### config.mk
export PLATFORM = sky130hd
export DESIGN_NAME = ssst_cell
export DESIGN_NICKNAME = d
export VERILOG_FILES = /design/src/rtl/core/ssst_pkg.sv /design/src/rtl/core/ssst_cell.sv
export SDC_FILE = /design/constraint.sdc
export NUM_CORES = 1
export LEC_CHECK = 0
export ABC_AREA = 1
export BUFFER_PORTS_ARGS = -buffer_cell sky130_fd_sc_hd__buf_2
export CAP_MARGIN = 25
export CORE_MARGIN = 2
export CORE_UTILIZATION = 50
export CTS_CLUSTER_DIAMETER = 120
export DETAILED_ROUTE_END_ITERATION = 8
export PLACE_DENSITY = 0.92
export SETUP_SLACK_MARGIN = 0.5
export SLEW_MARGIN = 0
export SYNTH_ARGS = -nofsm -noshare
export SYNTH_HDL_FRONTEND = slang
export SYNTH_SLANG_ARGS = --single-unit
### constraint.sdc
create_clock -name clk -period 4.9 [get_ports clk]
set_input_delay 0.49 -clock clk [delete_from_list [all_inputs] [get_ports clk]]
set_output_delay 0.49 -clock clk [all_outputs]
set_load 0.01 [all_outputs]
### src/rtl/core/ssst_pkg.sv
package ssst_pkg;

	localparam int MAX_ENTRIES = 64;
	localparam int CNT_W       = $clog2(MAX_ENTRIES + 1);
	localparam int VAL_W       = 32;
	localparam int CAP_W       = 7;
	localparam int STAT_W      = 2;
	localparam int MIN_FOR_SPAN = 2;

	localparam logic [VAL_W-1:0] SIGN_BIAS = {1'b1, {(VAL_W-1){1'b0}}};

	localparam logic OP_ADD   = 1'b0;
	localparam logic OP_CLEAR = 1'b1;

	localparam logic [STAT_W-1:0] ST_ADDED   = 2'd0;
	localparam logic [STAT_W-1:0] ST_FULL    = 2'd1;
	localparam logic [STAT_W-1:0] ST_CLEARED = 2'd2;

	// output tdata layout: count, shortest_span, longest_span, zero pad
	localparam int OD_CNT_LO   = 0;
	localparam int OD_SHORT_LO = OD_CNT_LO + CNT_W;
	localparam int OD_LONG_LO  = OD_SHORT_LO + VAL_W;
	localparam int OD_W        = ((OD_LONG_LO + VAL_W + 7) / 8) * 8;

	// output tuser layout: status, span_valid
	localparam int OU_VALID = STAT_W;
	localparam int OU_W     = STAT_W + 1;

	typedef struct packed {
		logic ins;
		logic occ;
		logic tail;
	} cell_ctl_t;

endpackage

### src/rtl/core/ssst_cell.sv
module ssst_cell import ssst_pkg::*; (
	input  logic             clk,
	input  cell_ctl_t        ctl,
	input  logic [VAL_W-1:0] x,
	input  logic             lft_gt,
	input  logic [VAL_W-1:0] lft_val,
	output logic             gt,
	output logic [VAL_W-1:0] val
);

	logic [VAL_W-1:0] val_q;

	assign val = val_q;
	assign gt  = ctl.occ && (val_q > x);

	// shift right from the left neighbor or take the new value
	always_ff @(posedge clk) begin
		if (ctl.ins && (gt || ctl.tail)) begin
			val_q <= lft_gt ? lft_val : x;
		end
	end

endmodule

==> report_table.html, run 1 <==
<table>
<tr><th>Metric</th><th>Value</th></tr>
<tr><th colspan="2">Run status</th></tr>
<tr><td>Result of the run</td><td>finished clean</td></tr>
<tr><th colspan="2">Pwr</th></tr>
<tr><td>Cell Pwr Density</td><td>243 nW/um^2</td></tr>
<tr><td>Switching Fraction</td><td>28.5%</td></tr>
<tr><td>Leakage power total</td><td>1.51 nW</td></tr>
<tr><td>Switching power of the nets</td><td>0.197 mW</td></tr>
<tr><td>Clock Power Share</td><td>28.0%</td></tr>
<tr><td>Worst ir drop on vdd</td><td>0.214 mV</td></tr>
<tr><td>Internal power contribution</td><td>0.494 mW</td></tr>
<tr><td>Share of total power in combinational logic</td><td>23.6%</td></tr>
<tr><td>Part of the power in registers</td><td>48.5%</td></tr>
<tr><td>Post-layout total power</td><td>0.691 mW</td></tr>
<tr><th colspan="2">Final layout</th></tr>
<tr><td>Max FFs per register</td><td>32</td></tr>
<tr><td>Most frequent cells in the layout</td><td>101 x buf_2, 65 x nand2_1, 41 x inv_1</td></tr>
<tr><td>Commonest non-fill, non-tap cell in the layout</td><td>buf_2</td></tr>
<tr><td>Final #Nets</td><td>453</td></tr>
<tr><td>Layout cells sized above 1</td><td>34.8%</td></tr>
<tr><td>Ant diodes</td><td>0</td></tr>
<tr><td>Area Overhead vs Synth</td><td>29.8%</td></tr>
<tr><td>Cell Count, Final, Fillers Out</td><td>405</td></tr>
<tr><td>Fill cells</td><td>365</td></tr>
<tr><th colspan="2">Floorplan</th></tr>
<tr><td>X dimension of the die</td><td>70.2 um</td></tr>
<tr><td>Die height</td><td>70.2 um</td></tr>
<tr><td>Area inside the core boundary</td><td>4290 um^2</td></tr>
<tr><td>Initial core utilization</td><td>51.0%</td></tr>
<tr><td>Standard-cell row count</td><td>24</td></tr>
<tr><td>Top-level I/O count</td><td>102</td></tr>
<tr><td>Overall die area</td><td>4920 um^2</td></tr>
<tr><th colspan="2">Timing</th></tr>
<tr><td>Worst-case setup margin in the final layout</td><td>2.56 ns</td></tr>
<tr><td>Number of hold violations in the final report</td><td>0</td></tr>
<tr><td>Fmax achieved</td><td>427 MHz</td></tr>
<tr><td>Worst clock skew</td><td>0.00389 ns</td></tr>
<tr><td>Setup repair after global routing missed its margin</td><td>no</td></tr>
<tr><td>Final Max Slew Viols</td><td>0</td></tr>
<tr><td>Max-Slew Margin vs Limit</td><td>38.7%</td></tr>
<tr><td>Final setup fails</td><td>0</td></tr>
<tr><td>Final worst path period share</td><td>47.8%</td></tr>
<tr><td>Measured slew at the worst slew-check pin</td><td>0.920 ns</td></tr>
<tr><td>Aggregate negative setup slack</td><td>0 ns</td></tr>
<tr><td>Final Critical Period</td><td>2.34 ns</td></tr>
<tr><th colspan="2">Placed design</th></tr>
<tr><td>Post-Place Worst Slack</td><td>2.11 ns</td></tr>
<tr><td>Quantity of I/O buffers inserted on ports</td><td>101</td></tr>
<tr><td>Routability Congestion</td><td>0.806</td></tr>
<tr><td>Placed cells</td><td>396</td></tr>
<tr><td>Half-perimeter wire length after detailed placement</td><td>3860 um</td></tr>
<tr><th colspan="2">Detailed routing</th></tr>
<tr><td>Length of the first detailed-routing pass in iterations</td><td>4</td></tr>
<tr><td>DR vias/cell</td><td>4.81</td></tr>
<tr><td>Residual antenna-violating net count after detailed routing</td><td>0</td></tr>
<tr><td>Final routed DRC violation total</td><td>0</td></tr>
<tr><td>Routed wirelength normalized by instance count</td><td>11.9 um</td></tr>
<tr><td>Routed via count</td><td>1950</td></tr>
<tr><td>Routed wire length</td><td>4820 um</td></tr>
<tr><td>DRC marker count from the first detailed-route iteration</td><td>62</td></tr>
<tr><th colspan="2">Clock network</th></tr>
<tr><td>CTS Root Cell</td><td>clkbuf_8</td></tr>
<tr><td>CTS tree</td><td>yes</td></tr>
<tr><td>Insertion delay of the later-clocked pin in the worst-skew pair</td><td>0.28 ns</td></tr>
<tr><td>Clk sink count</td><td>32</td></tr>
<tr><td>Cells resized by post-CTS repair</td><td>0</td></tr>
<tr><td>Quantity of hold-fixing buffers added after cts</td><td>0</td></tr>
<tr><td>Post-CTS setup buffers</td><td>0</td></tr>
<tr><td>Number of levels in the clock H-tree</td><td>2</td></tr>
<tr><td>Number of clock buffers inserted by TritonCTS</td><td>5</td></tr>
<tr><td>Reg clk slew, reported paths</td><td>0.07 ns</td></tr>
<tr><td>Max clock buf depth</td><td>2</td></tr>
<tr><th colspan="2">Global route</th></tr>
<tr><td>Wire length of the first global-routing pass</td><td>8120 um</td></tr>
<tr><td>Overflow left after global routing</td><td>0</td></tr>
<tr><td>Number of global-route vias before repair</td><td>1910</td></tr>
<tr><td>Antenna violations before repair</td><td>0</td></tr>
<tr><td>Aggregate global-route resource usage</td><td>20.9%</td></tr>
<tr><td>Pin count of the biggest net entering global routing</td><td>64</td></tr>
<tr><th colspan="2">Critical path</th></tr>
<tr><td>Launch point of the critical path</td><td>val[5]</td></tr>
<tr><td>Data arrival time of the worst path</td><td>1.85 ns</td></tr>
<tr><td>Worst setup path class</td><td>register to output port</td></tr>
<tr><td>CP Data Required Time</td><td>4.41 ns</td></tr>
<tr><td>Capturing element of the worst setup path</td><td>gt</td></tr>
<tr><td>Length in cells of the worst reg-to-reg path</td><td>10</td></tr>
<tr><td>Max Fanout on Critical Path</td><td>2</td></tr>
<tr><td>Slack of the worst reg-to-reg path</td><td>2.73 ns</td></tr>
<tr><td>Capturing point of the worst reg2reg path</td><td>val[17]</td></tr>
<tr><td>R2r startpoint</td><td>val[15]</td></tr>
<tr><td>Type of origin of the critical path</td><td>register</td></tr>
<tr><td>Kind of end point of the critical path</td><td>output port</td></tr>
<tr><th colspan="2">Synth</th></tr>
<tr><td>Post-synth net total</td><td>351</td></tr>
<tr><td>Mapped Cells</td><td>250</td></tr>
<tr><td>Part of the Yosys area used for sequential elements</td><td>43.9%</td></tr>
<tr><td>Average instance area after synthesis</td><td>8.76 um^2</td></tr>
<tr><td>Count of yosys warnings during synthesis</td><td>0</td></tr>
<tr><td>Summed instance area of the synthesized netlist</td><td>2190 um^2</td></tr>
<tr><td>Number of distinct library cell variants in the gate-level netlist after synthesis</td><td>22</td></tr>
<tr><td>Top post-synthesis cells by area</td><td>edfxtp_1 44%, ha_1 18%, nand2_1 11%</td></tr>
<tr><td>Portion of synthesized cell area occupied by the leading cell type</td><td>43.9%</td></tr>
<tr><td>Flop and latch count out of synthesis</td><td>32</td></tr>
<tr><td>Yosys top cell by area</td><td>edfxtp_1</td></tr>
<tr><th colspan="2">Worst hold path</th></tr>
<tr><td>Worst min-delay path class</td><td>input port to register</td></tr>
<tr><td>Hold path cells</td><td>3</td></tr>
<tr><th colspan="2">Flow run</th></tr>
<tr><td>Max-cap viol count</td><td>0</td></tr>
</table>
[cell families after synthesis]
family                   after synthesis  share of synthesized area (%)
AND/OR/NAND/NOR                       85                           16.7
AO/OA/AOI/OAI                         50                           11.9
buffers and inverters                 50                           8.69
adder cells (fa/ha/maj)               32                           18.3
flip-flops                            32                           43.9
multiplexers                           1                          0.514
[metrics by stage]
| step | util, % | hold WS (ns) | cell area (um^2) |
|---|---|---|---|
| 2_1_floorplan | - | 0.677 | 2190 |
| 3_3_place_gp | 63.8 | 0.768 | 2740 |
| 3_5_place_dp | 63.8 | 0.771 | 2740 |
| 4_1_cts | 65.7 | 0.472 | 2820 |
| 5_1_grt | 66.2 | 0.470 | 2840 |
| 6_report | 66.2 | 0.481 | 2840 |
[critical path, cell delays in order, from the launching register on]
cell and delay (ns):
edfxtp_1 0.41, ha_1 0.32, a21oi_1 0.15, nor2_1 0.05, nor2_1 0.11, nand2_1 0.06, nand2_1 0.05, nand2_1 0.04
nand2_1 0.05, nand2_1 0.05, nand2_2 0.09, inv_1 0.04, buf_2 0.13
[final cells by class]
class | instances | area (um^2) | area share [%]
tap | 52 | 65.1 | 2.29
sequential | 32 | 961 | 33.8
clock buffer | 5 | 68.8 | 2.42
clock inverter | 3 | 13.8 | 0.484
timing repair buffer | 102 | 526 | 18.5
multi-input combinational | 168 | 1050 | 36.8
inverter | 43 | 161 | 5.68
[power by group through the flow]
stage / Combinational (mW) / Clock (mW) / Sequential [mW]
4_1_cts: 0.162 / 0.200 / 0.335
3_3_place_gp: 0.154 / 0 / 0.340
5_1_grt: 0.187 / 0.210 / 0.337
3_5_place_dp: 0.161 / 0 / 0.341
2_1_floorplan: 0.0867 / 0 / 0.349
6_report: 0.163 / 0.193 / 0.335
[synth_stat cells]
| master | instances |
|---|---|
| a21boi_1 | 1 |
| a21o_1 | 1 |
| a21oi_1 | 13 |
| a21oi_2 | 1 |
| buf_2 | 2 |
| clkbuf_1 | 5 |
| edfxtp_1 | 32 |
| ha_1 | 32 |
| inv_1 | 41 |
| inv_2 | 2 |
| mux2_2 | 1 |
| nand2_1 | 65 |
| nand2_2 | 4 |
| nand3_1 | 2 |
| nand4_1 | 1 |
| nand4_2 | 1 |
| nor2_1 | 7 |
| nor2_2 | 3 |
| nor2_4 | 2 |
| o21a_1 | 1 |
| o21ai_0 | 32 |
| o21ai_1 | 1 |
[layer usage]
metal,track usage (%),routed length (um),up-vias
met4,8.76,103,0
met1,25.5,2110,828
met2,35.1,2290,80
met5,0,0,-
met3,5.34,317,10
li1,-,-,1032
[how the worst min path moves through the flow]
stage / slack [ns] / from / to
after global placement: 0.77 / lft_val[8] / val[8]
after detailed placement: 0.77 / lft_val[21] / val[21]
after CTS: 0.47 / lft_val[22] / val[22]
after floorplan: 0.68 / lft_val[30] / val[30]
final: 0.48 / lft_val[22] / val[22]
after global routing: 0.47 / lft_val[22] / val[22]
Note: power is estimated with default switching activity, not from simulation.
==> run 2, diff against run 1 <==
--- a/config.mk
+++ b/config.mk
@@ -5,14 +5,14 @@
 export SDC_FILE = /design/constraint.sdc
 export NUM_CORES = 1
 export LEC_CHECK = 0
-export ABC_AREA = 1
+export ABC_AREA = 0
 export BUFFER_PORTS_ARGS = -buffer_cell sky130_fd_sc_hd__buf_2
 export CAP_MARGIN = 25
 export CORE_MARGIN = 2
-export CORE_UTILIZATION = 50
+export CORE_UTILIZATION = 42
 export CTS_CLUSTER_DIAMETER = 120
 export DETAILED_ROUTE_END_ITERATION = 8
-export PLACE_DENSITY = 0.92
+export PLACE_DENSITY = 0.84
 export SETUP_SLACK_MARGIN = 0.5
 export SLEW_MARGIN = 0
 export SYNTH_ARGS = -nofsm -noshare
==> constraint.sdc (replaced) <==
create_clock -name clk -period 2.1 [get_ports clk]
set_input_delay 0.21 -clock clk [delete_from_list [all_inputs] [get_ports clk]]
set_output_delay 0.21 -clock clk [all_outputs]
set_load 0.01 [all_outputs]
==> report_table.html, run 2 <==
<table>
<tr><th>Metric</th><th>Value</th></tr>
<tr><th colspan="2">Timing</th></tr>
<tr><td>Final setup fails</td><td>33</td></tr>
<tr><td>Setup repair after global routing missed its margin</td><td>yes</td></tr>
<tr><td>Number of hold violations in the final report</td><td>0</td></tr>
<tr><td>Final worst path period share</td><td>122%</td></tr>
<tr><td>Final Critical Period</td><td>2.57 ns</td></tr>
<tr><td>Worst clock skew</td><td>0.00553 ns</td></tr>
<tr><td>Max-Slew Margin vs Limit</td><td>65.0%</td></tr>
<tr><td>Worst-case setup margin in the final layout</td><td>-0.468 ns</td></tr>
<tr><td>Aggregate negative setup slack</td><td>-12.94 ns</td></tr>
<tr><td>Fmax achieved</td><td>389 MHz</td></tr>
<tr><td>Worst hold slack across all endpoints</td><td>0.211 ns</td></tr>
<tr><td>Measured slew at the worst slew-check pin</td><td>0.525 ns</td></tr>
<tr><td>Final Max Slew Viols</td><td>0</td></tr>
<tr><th colspan="2">Floorplan</th></tr>
<tr><td>X dimension of the die</td><td>74.7 um</td></tr>
<tr><td>Area inside the core boundary</td><td>4790 um^2</td></tr>
<tr><td>Initial core utilization</td><td>43.9%</td></tr>
<tr><td>Die height</td><td>74.7 um</td></tr>
<tr><td>Top-level I/O count</td><td>102</td></tr>
<tr><td>Standard-cell row count</td><td>25</td></tr>
<tr><td>Overall die area</td><td>5580 um^2</td></tr>
<tr><th colspan="2">Final layout</th></tr>
<tr><td>Max FFs per register</td><td>32</td></tr>
<tr><td>Layout cells sized above 1</td><td>45.0%</td></tr>
<tr><td>Area Overhead vs Synth</td><td>52.4%</td></tr>
<tr><td>Final core area utilization</td><td>66.9%</td></tr>
<tr><td>Ant diodes</td><td>0</td></tr>
<tr><td>Cell Count, Final, Fillers Out</td><td>420</td></tr>
<tr><td>Final #Nets</td><td>453</td></tr>
<tr><td>Commonest non-fill, non-tap cell in the layout</td><td>buf_2</td></tr>
<tr><td>Most frequent cells in the layout</td><td>101 x buf_2, 34 x nand2_1, 33 x inv_1</td></tr>
<tr><th colspan="2">Clock network</th></tr>
<tr><td>Number of clock buffers inserted by TritonCTS</td><td>5</td></tr>
<tr><td>Max clock buf depth</td><td>2</td></tr>
<tr><td>Insertion delay of the later-clocked pin in the worst-skew pair</td><td>0.28 ns</td></tr>
<tr><td>Reg clk slew, reported paths</td><td>0.07 ns</td></tr>
<tr><td>Quantity of hold-fixing buffers added after cts</td><td>0</td></tr>
<tr><td>CTS tree</td><td>yes</td></tr>
<tr><td>Clk sink count</td><td>32</td></tr>
<tr><td>CTS Root Cell</td><td>clkbuf_8</td></tr>
<tr><td>Number of levels in the clock H-tree</td><td>2</td></tr>
<tr><th colspan="2">Global route</th></tr>
<tr><td>Number of global-route vias before repair</td><td>2009</td></tr>
<tr><td>Wire length of the first global-routing pass</td><td>8710 um</td></tr>
<tr><td>Aggregate global-route resource usage</td><td>20.7%</td></tr>
<tr><td>Antenna violations before repair</td><td>0</td></tr>
<tr><td>Pin count of the biggest net entering global routing</td><td>35</td></tr>
<tr><td>Overflow left after global routing</td><td>0</td></tr>
<tr><th colspan="2">Run status</th></tr>
<tr><td>Result of the run</td><td>finished, violations left</td></tr>
<tr><td>Violated checks</td><td>negative setup slack</td></tr>
<tr><th colspan="2">Synth</th></tr>
<tr><td>Yosys top cell by area</td><td>edfxtp_1</td></tr>
<tr><td>Count leader, synth</td><td>nand2_1</td></tr>
<tr><td>Top post-synthesis cells by area</td><td>edfxtp_1 46%, ha_1 19%, o21ai_0 7.6%</td></tr>
<tr><td>Leading post-synthesis cells by instance count</td><td>34 x nand2_1, 33 x inv_1, 32 x edfxtp_1, 32 x ha_1, 32 x o21ai_0</td></tr>
<tr><td>Post-synth net total</td><td>318</td></tr>
<tr><td>Flop and latch count out of synthesis</td><td>32</td></tr>
<tr><td>Summed instance area of the synthesized netlist</td><td>2100 um^2</td></tr>
<tr><td>Top flip-flop cell by instance count after synthesis</td><td>edfxtp_1</td></tr>
<tr><td>Count of flip-flops with a built-in enable after synthesis</td><td>32</td></tr>
<tr><td>Count of yosys warnings during synthesis</td><td>0</td></tr>
<tr><td>Average instance area after synthesis</td><td>9.68 um^2</td></tr>
<tr><td>Number of distinct library cell variants in the gate-level netlist after synthesis</td><td>26</td></tr>
<tr><td>Mapped Cells</td><td>217</td></tr>
<tr><td>Post-synth ARST share</td><td>0%</td></tr>
<tr><td>Part of the Yosys area used for sequential elements</td><td>45.7%</td></tr>
<tr><td>Portion of synthesized cell area occupied by the leading cell type</td><td>45.7%</td></tr>
<tr><th colspan="2">Placed design</th></tr>
<tr><td>Routability Congestion</td><td>0.794</td></tr>
<tr><td>Half-perimeter wire length after detailed placement</td><td>4350 um</td></tr>
<tr><td>Placed cells</td><td>401</td></tr>
<tr><td>Quantity of I/O buffers inserted on ports</td><td>101</td></tr>
<tr><th colspan="2">Detailed routing</th></tr>
<tr><td>DR vias/cell</td><td>4.86</td></tr>
<tr><td>DRC marker count from the first detailed-route iteration</td><td>66</td></tr>
<tr><td>Length of the first detailed-routing pass in iterations</td><td>4</td></tr>
<tr><td>Residual antenna-violating net count after detailed routing</td><td>0</td></tr>
<tr><td>Routed wire length</td><td>5740 um</td></tr>
<tr><td>Routed wirelength normalized by instance count</td><td>13.7 um</td></tr>
<tr><td>Routed via count</td><td>2043</td></tr>
<tr><td>Final routed DRC violation total</td><td>0</td></tr>
<tr><th colspan="2">Critical path</th></tr>
<tr><td>Max Fanout on Critical Path</td><td>3</td></tr>
<tr><td>Kind of end point of the critical path</td><td>output port</td></tr>
<tr><td>Data arrival time of the worst path</td><td>2.36 ns</td></tr>
<tr><td>Worst setup path class</td><td>register to output port</td></tr>
<tr><td>CP Data Required Time</td><td>1.89 ns</td></tr>
<tr><td>Type of origin of the critical path</td><td>register</td></tr>
<tr><th colspan="2">Worst hold path</th></tr>
<tr><td>Worst min-delay path class</td><td>input port to register</td></tr>
<tr><th colspan="2">Pwr</th></tr>
<tr><td>Cell Pwr Density</td><td>535 nW/um^2</td></tr>
<tr><td>Leakage power total</td><td>1.56 nW</td></tr>
<tr><td>Worst ir drop on vdd</td><td>0.351 mV</td></tr>
<tr><th colspan="2">Flow run</th></tr>
<tr><td>Max-cap viol count</td><td>0</td></tr>
</table>
## run 2: cell families (layout without fill, tap and decap cells)
| kind of cell | after synthesis | in the layout | share of synthesized area (%) |
|---|---|---|---|
| compound gates | 58 | 59 | 15.6 |
| flops | 32 | 32 | 45.7 |
| fa+ha+maj | 32 | 32 | 19.1 |
| buf+inv | 40 | 175 | 7.15 |
| simple gates | 54 | 54 | 11.9 |
| mux | 1 | 1 | 0.536 |
## run 2: where the power goes
group / total [mW] / leakage, nW / internal, mW / switching, mW
clock: 0.450 / 0.0399 / 0.231 / 0.219
sequential: 0.787 / 0.303 / 0.762 / 0.0251
combinational: 0.477 / 1.22 / 0.238 / 0.238
total: 1.71 / 1.56 / 1.23 / 0.483
## run 2: final cells by class
class	count	area, um^2
Clock buffer	7	76.3
Clock inverter	1	3.75
Fill cell	382	1580
Inverter	33	124
Multi-Input combinational cell	146	1180
Sequential cell	32	961
Tap cell	67	83.8
Timing Repair Buffer	134	769
## run 2: repair_timing
| action | in CTS | in global routing |
|---|---|---|
| endpoints found under the hold margin | 0 | 0 |
| pin swaps | 6 | 6 |
| endpoints found under the setup margin | 33 | 33 |
| gates cloned | 1 | 0 |
| gates resized for setup | 9 | 4 |
| setup buffers | 9 | 1 |
## run 2: worst max-delay path: stages, from the launching register on
cell	delay, ns
edfxtp_1	0.42
ha_4	0.31
nand4_4	0.12
buf_6	0.14
or4_4	0.50
o31a_1	0.28
a21boi_2	0.18
buf_2	0.14
## run 2: final timing paths
| path | end | cells after the start | startpoint | slack, ns |
|---|---|---|---|---|
| worst max-delay path | gt | 7 | val[14] | -0.47 |
| worst min register to register | val[17] | 5 | val[31] | 1.19 |
| worst max register to register | val[28] | 8 | val[14] | -0.40 |
| worst min-delay path | val[7] | 3 | lft_val[7] | 0.21 |
## run 2: through the flow
step	power (mW)	area [um^2]	worst slack, ns
6_report	1.71	3200	-0.468
5_1_grt	1.80	3200	-0.522
4_1_cts	1.72	3170	-0.416
3_5_place_dp	1.22	2920	-0.741
3_3_place_gp	1.20	2920	-0.606
2_1_floorplan	1.01	2180	-0.381
## run 2: metal layers
metal / global-route usage, % / up-vias / part of all wire, %
met5: 0 / - / 0
met4: 6.94 / 0 / 0.91
met3: 3.35 / 5 / 4.7
met2: 36.9 / 62 / 52
met1: 25.5 / 931 / 43
li1: - / 1045 / -
